File: src/hdl/spq_pkg.sv
// Package for the sorted priority queue: sizes, word layouts, request and
// status codes, and the control bundle broadcast to the row of cells.
// No dependencies.
package spq_pkg;

	localparam int CAPACITY = 64;
	localparam int TAG_W    = 32;
	localparam int PRIO_W   = 32;
	localparam int CNT_W    = $clog2(CAPACITY + 1);
	localparam int REQ_W    = 2;
	localparam int STAT_W   = 3;

	// input word: req_type, value_tag, prio_in
	localparam int IN_BITS  = REQ_W + TAG_W + PRIO_W;
	localparam int IN_W     = ((IN_BITS + 7) / 8) * 8;
	// output word: status, out_tag, head_tag, head_prio, entry_count, is_empty
	localparam int OUT_BITS = STAT_W + TAG_W + TAG_W + PRIO_W + CNT_W + 1;
	localparam int OUT_W    = ((OUT_BITS + 7) / 8) * 8;

	typedef enum logic [REQ_W-1:0] {
		REQ_ENQ   = 2'd0,
		REQ_DEQ   = 2'd1,
		REQ_CHG   = 2'd2,
		REQ_CLEAR = 2'd3
	} req_e_t;

	typedef enum logic [STAT_W-1:0] {
		STAT_OK       = 3'd0,
		STAT_EMPTY    = 3'd1,
		STAT_NOTFOUND = 3'd2,
		STAT_RAISED   = 3'd3,
		STAT_FULL     = 3'd4
	} stat_e_t;

	// what every cell does on the coming edge
	typedef enum logic [1:0] {
		CMD_HOLD      = 2'd0,
		CMD_SHIFT_ALL = 2'd1,
		CMD_REMOVE    = 2'd2,
		CMD_INSERT    = 2'd3
	} cmd_e_t;

	typedef struct packed {
		cmd_e_t                    cmd;
		logic [TAG_W-1:0]          key_tag;
		logic signed [PRIO_W-1:0]  key_prio;
		logic                      head_lt;   // head stays ahead of the new entry
	} cell_ctl_t;

endpackage

File: src/hdl/spq_cell.sv
// One slot of the sorted row: holds a tag and a priority, compares them
// against the broadcast key and moves data to or from its neighbors.
// Depends on spq_pkg.
module spq_cell (
	input  logic                              clk,
	input  spq_pkg::cell_ctl_t                ctl,
	input  logic                              occ,
	input  logic                              at_head,
	input  logic [spq_pkg::TAG_W-1:0]         left_tag,
	input  logic signed [spq_pkg::PRIO_W-1:0] left_prio,
	input  logic                              left_b,
	input  logic [spq_pkg::TAG_W-1:0]         right_tag,
	input  logic signed [spq_pkg::PRIO_W-1:0] right_prio,
	input  logic                              seen_in,
	output logic [spq_pkg::TAG_W-1:0]         tag,
	output logic signed [spq_pkg::PRIO_W-1:0] prio,
	output logic                              b_out,
	output logic                              seen_out,
	output logic                              raise_out
);

	logic [spq_pkg::TAG_W-1:0]         tag_q;
	logic signed [spq_pkg::PRIO_W-1:0] prio_q;
	logic                              match;
	logic                              ge;

	// tag search: pass the first-match flag down the row
	assign match     = occ && (tag_q == ctl.key_tag);
	assign seen_out  = seen_in | match;
	assign raise_out = match && !seen_in && (prio_q < ctl.key_prio);

	// insert position: set from the slot where the new entry lands onward
	assign ge    = !occ || (prio_q >= ctl.key_prio);
	assign b_out = at_head ? !ctl.head_lt : (!ctl.head_lt || ge);

	// hold, close a gap from the right, or open one to the left
	always_ff @(posedge clk) begin
		case (ctl.cmd)
			spq_pkg::CMD_SHIFT_ALL: begin
				tag_q  <= right_tag;
				prio_q <= right_prio;
			end
			spq_pkg::CMD_REMOVE: begin
				if (seen_out) begin
					tag_q  <= right_tag;
					prio_q <= right_prio;
				end
			end
			spq_pkg::CMD_INSERT: begin
				if (b_out && !left_b) begin
					tag_q  <= ctl.key_tag;
					prio_q <= ctl.key_prio;
				end else if (left_b) begin
					tag_q  <= left_tag;
					prio_q <= left_prio;
				end
			end
			default: begin
			end
		endcase
	end

	assign tag  = tag_q;
	assign prio = prio_q;

endmodule

File: config.mk
export PLATFORM = sky130hd
export DESIGN_NAME = spq_cell
export DESIGN_NICKNAME = d
export VERILOG_FILES = /design/src/hdl/spq_pkg.sv /design/src/hdl/spq_cell.sv
export SDC_FILE = /design/constraint.sdc
export NUM_CORES = 1
export LEC_CHECK = 0
export BUFFER_PORTS_ARGS = -buffer_cell sky130_fd_sc_hd__buf_2
export CAP_MARGIN = 20
export CORE_UTILIZATION = 45
export DETAILED_ROUTE_END_ITERATION = 16
export PLACE_DENSITY = 0.82
export SLEW_MARGIN = 40
export SYNTH_ARGS = -nofsm -noshare
export SYNTH_HDL_FRONTEND = slang
export SYNTH_SLANG_ARGS = --single-unit
File: constraint.sdc
create_clock -name clk -period 5.4 [get_ports clk]
set_clock_uncertainty 0.1 [all_clocks]
set_input_delay 0.27 -clock clk [delete_from_list [all_inputs] [get_ports clk]]
set_output_delay 0.27 -clock clk [all_outputs]
set_load 0.02 [all_outputs]
==> qor.csv <==
metric,value,unit
outcome,"complete, no violations",
Yosys top cell by area,edfxtp_1,
Slew headroom,0.473,
final non-filler cell area,0.00614,mm^2
n_diodes,0,
VDD IR max,165,uV
critical path capture point type,register,
Tot Pwr,1430,uW
WHS Path Cells,3,
Worst Setup Start Kind,register,
yosys warns,0,
die area,0.0107,mm^2
synth unique cells,35,
Most used DFF post-synth,edfxtp_1,
Post-Place Setup Slack,1.60,ns
CP peak stage delay,0.41,ns
total track usage,0.248,
clk root buf,clkbuf_8,
RSZ-0062 raised after global routing,no,
clock transition at the registers of the reported paths,0.07,ns
Worst EP required,5.28,ns
Std-Cell Rows,36,
Mapped Nets,687,
final cell utilization of the core,0.623,
Logic pwr share,0.321,
drt wl/cell,16.0,um
fill count,848,
Clk network pwr share,0.235,
final WL,13600,um
Synth area leaders,"edfxtp_1 (42%), mux2i_1 (14%), a21oi_1 (8.7%)",
Synth top area share,0.417,
leak pwr,0.00309,uW
synthesized area per cell,10.1,um^2
Placement Cell Area,0.00597,mm^2
switching pwr,467,uW
Initial Util,0.468,
die span in y,103,um
num ports,267,
Longest Clk Path Bufs,2,
# hold bufs at CTS,0,
detailed-route vias per instance,5.13,
hold crit path type,in2reg,
Seq pwr share,0.444,
Max Fclk,0.284,GHz
max-slew violation count,0,
Critical Path AT,3.41,ns
Clock Sinks,64,
Slew @ Worst Pin,0.790,ns
"Cell Area, Synth",0.00461,mm^2
chip width,103,um
post-layout min period,3.53,ns
setup violators final,0,
IO buf count,266,
worst r2r path cells,9,
latest clock arrival within the worst-skew pair,0.34,ns
post-CTS resize count,0,
number of synthesized flops with an enable pin,64,
drt pass-1 iters,4,
worst setup path class,reg2reg,
post-DP HPWL,11100,um
largest net degree at the start of global routing,77,
H-tree depth,3,
CTS Buf Count,9,
CTS tree,built,
Power Dens Cells,233,mW/mm^2
DR DRC count,0,
Sum Neg Setup Slack,0,ns
CP max FO,34,
critical-path cell list,ha_1 > nand4_2 > nor4_1 > o41a_1 > o211a_1 > nor3b_1 > nor2_4 > buf_16 > buf_4,
GRT Residual Overflow,0,
fraction of layout instances using a drive strength above 1,0.403,
fin nets,947,
Synth Instances,455,
vias post-DR,4363,
hold violation count in the final report,0,
ys async rst share,0,
Core Region,0.00986,mm^2
"Setup Fix Bufs, Post-CTS",0,
vias in the first global route,4151,
sequential area share after synthesis,0.417,
"Period Utilization, post-route",0.653,
initial antenna violation count,0,
#FFs+latches synth,64,
switch share,0.326,
Final ANT Viol Nets,0,
first-pass GRT wire length,19400,um
# Max-Cap Violations,0,
Worst path slowest cell,ha_1,
Area growth syn-to-layout,33.2,%
Int Pwr,967,uW
DRT iter0 DRCs,149,
worst setup margin,1.87,ns
final RePlAce weighted congestion,0.794,
## power by group through the flow
stage / Combinational (uW) / Clock [uW] / Sequential [uW]
global route: 506 / 362 / 642
global placement: 448 / 0 / 645
detailed placement: 460 / 0 / 648
floorplan: 231 / 0 / 704
CTS: 462 / 342 / 638
finish: 460 / 337 / 637
## critical path: cells and delay by family, from the launching register on
family / cells / cell delay, ns
simple gates: 4 / 1.08
buf+inv: 2 / 0.62
fa+ha+maj: 1 / 0.41
compound gates: 2 / 0.54
flops: 1 / 0.38
## sequential cells by signal (all words and copies together) (netlist names)
register,count
prio,32
tag,32
## layout by cell type (no fill, tap or decap), drive strengths merged
cell type | synthesis | final
a211oi | 1 | 1
buf | 7 | 270
o211ai | 1 | 1
and2 | 1 | 1
nor3 | 3 | 3
o2bb2ai | 1 | 1
o211a | 1 | 1
ha | 32 | 32
o41a | 1 | 1
clkbuf | 14 | 12
nand4 | 16 | 16
xor2 | 6 | 6
or2b | 1 | 1
nand2b | 1 | 1
inv | 35 | 35
o21a | 1 | 1
a21oi | 80 | 80
a21boi | 1 | 1
a22oi | 1 | 1
a2111o | 1 | 1
nand2 | 8 | 8
or3 | 1 | 1
xnor2 | 27 | 27
a31o | 1 | 1
nor2b | 1 | 1
o21ai | 4 | 4
nand3 | 4 | 4
clkinv | 0 | 2
o2111ai | 1 | 1
nor4 | 5 | 5
mux2i | 64 | 64
nor3b | 1 | 1
nor2 | 69 | 69
edfxtp | 64 | 64
## logic make-up (layout without fill, tap and decap cells)
family | Yosys count | in the layout | share of synthesized area
simple gates | 111 | 111 | 0.112
compound gates | 95 | 95 | 0.114
mux | 64 | 64 | 0.139
flops | 64 | 64 | 0.417
buf+inv | 56 | 319 | 0.0684
xor+xnor | 33 | 33 | 0.0627
fa+ha+maj | 32 | 32 | 0.0868
## cell type report
cell class / instances / area [um^2] / share of cell area
Multi-Input combinational cell: 335 / 2400 / 0.390
Clock buffer: 12 / 135 / 0.0220
Sequential cell: 64 / 1920 / 0.313
Tap cell: 133 / 166 / 0.0271
Inverter: 35 / 131 / 0.0214
Timing Repair Buffer: 270 / 1390 / 0.225
Clock inverter: 2 / 8.76 / 0.00143
## cells in the mapped netlist (2+ instances only)
cell,count
nor4_1,5
xor2_1,6
buf_12,6
a21oi_1,80
ha_1,32
nand4_1,14
inv_1,35
nor2_1,69
nand4_2,2
xnor2_1,27
clkbuf_1,14
o21ai_0,4
nand3_1,4
nand2_1,8
mux2i_1,64
edfxtp_1,64
nor3_1,3
## path summary, 6_finish.rpt
check | from | slack (ns) | to
setup / recovery | prio[31] | 1.87 | prio[12]
hold / removal | right_prio[6] | 0.16 | prio[6]
setup reg to reg | prio[31] | 1.87 | prio[12]
hold reg to reg | tag[28] | 1.25 | prio[28]
## per-stage QoR
stage          hold slack, ns  std cells
2_1_floorplan           0.400        455
3_3_place_gp            0.499        836
3_5_place_dp            0.503        836
4_1_cts                 0.139        850
5_1_grt                 0.145        851
6_report                0.160        851
## routing by layer
layer,global-route usage,vias up,wire length (um),share of wire
met5,0,-,0,0
met1,0.253,1985,5040,0.37
li1,-,2162,-,-
met4,0.0878,0,234,0.017
met2,0.495,200,7500,0.55
met3,0.0497,16,862,0.063
Note: power is estimated with default switching activity, not from simulation.
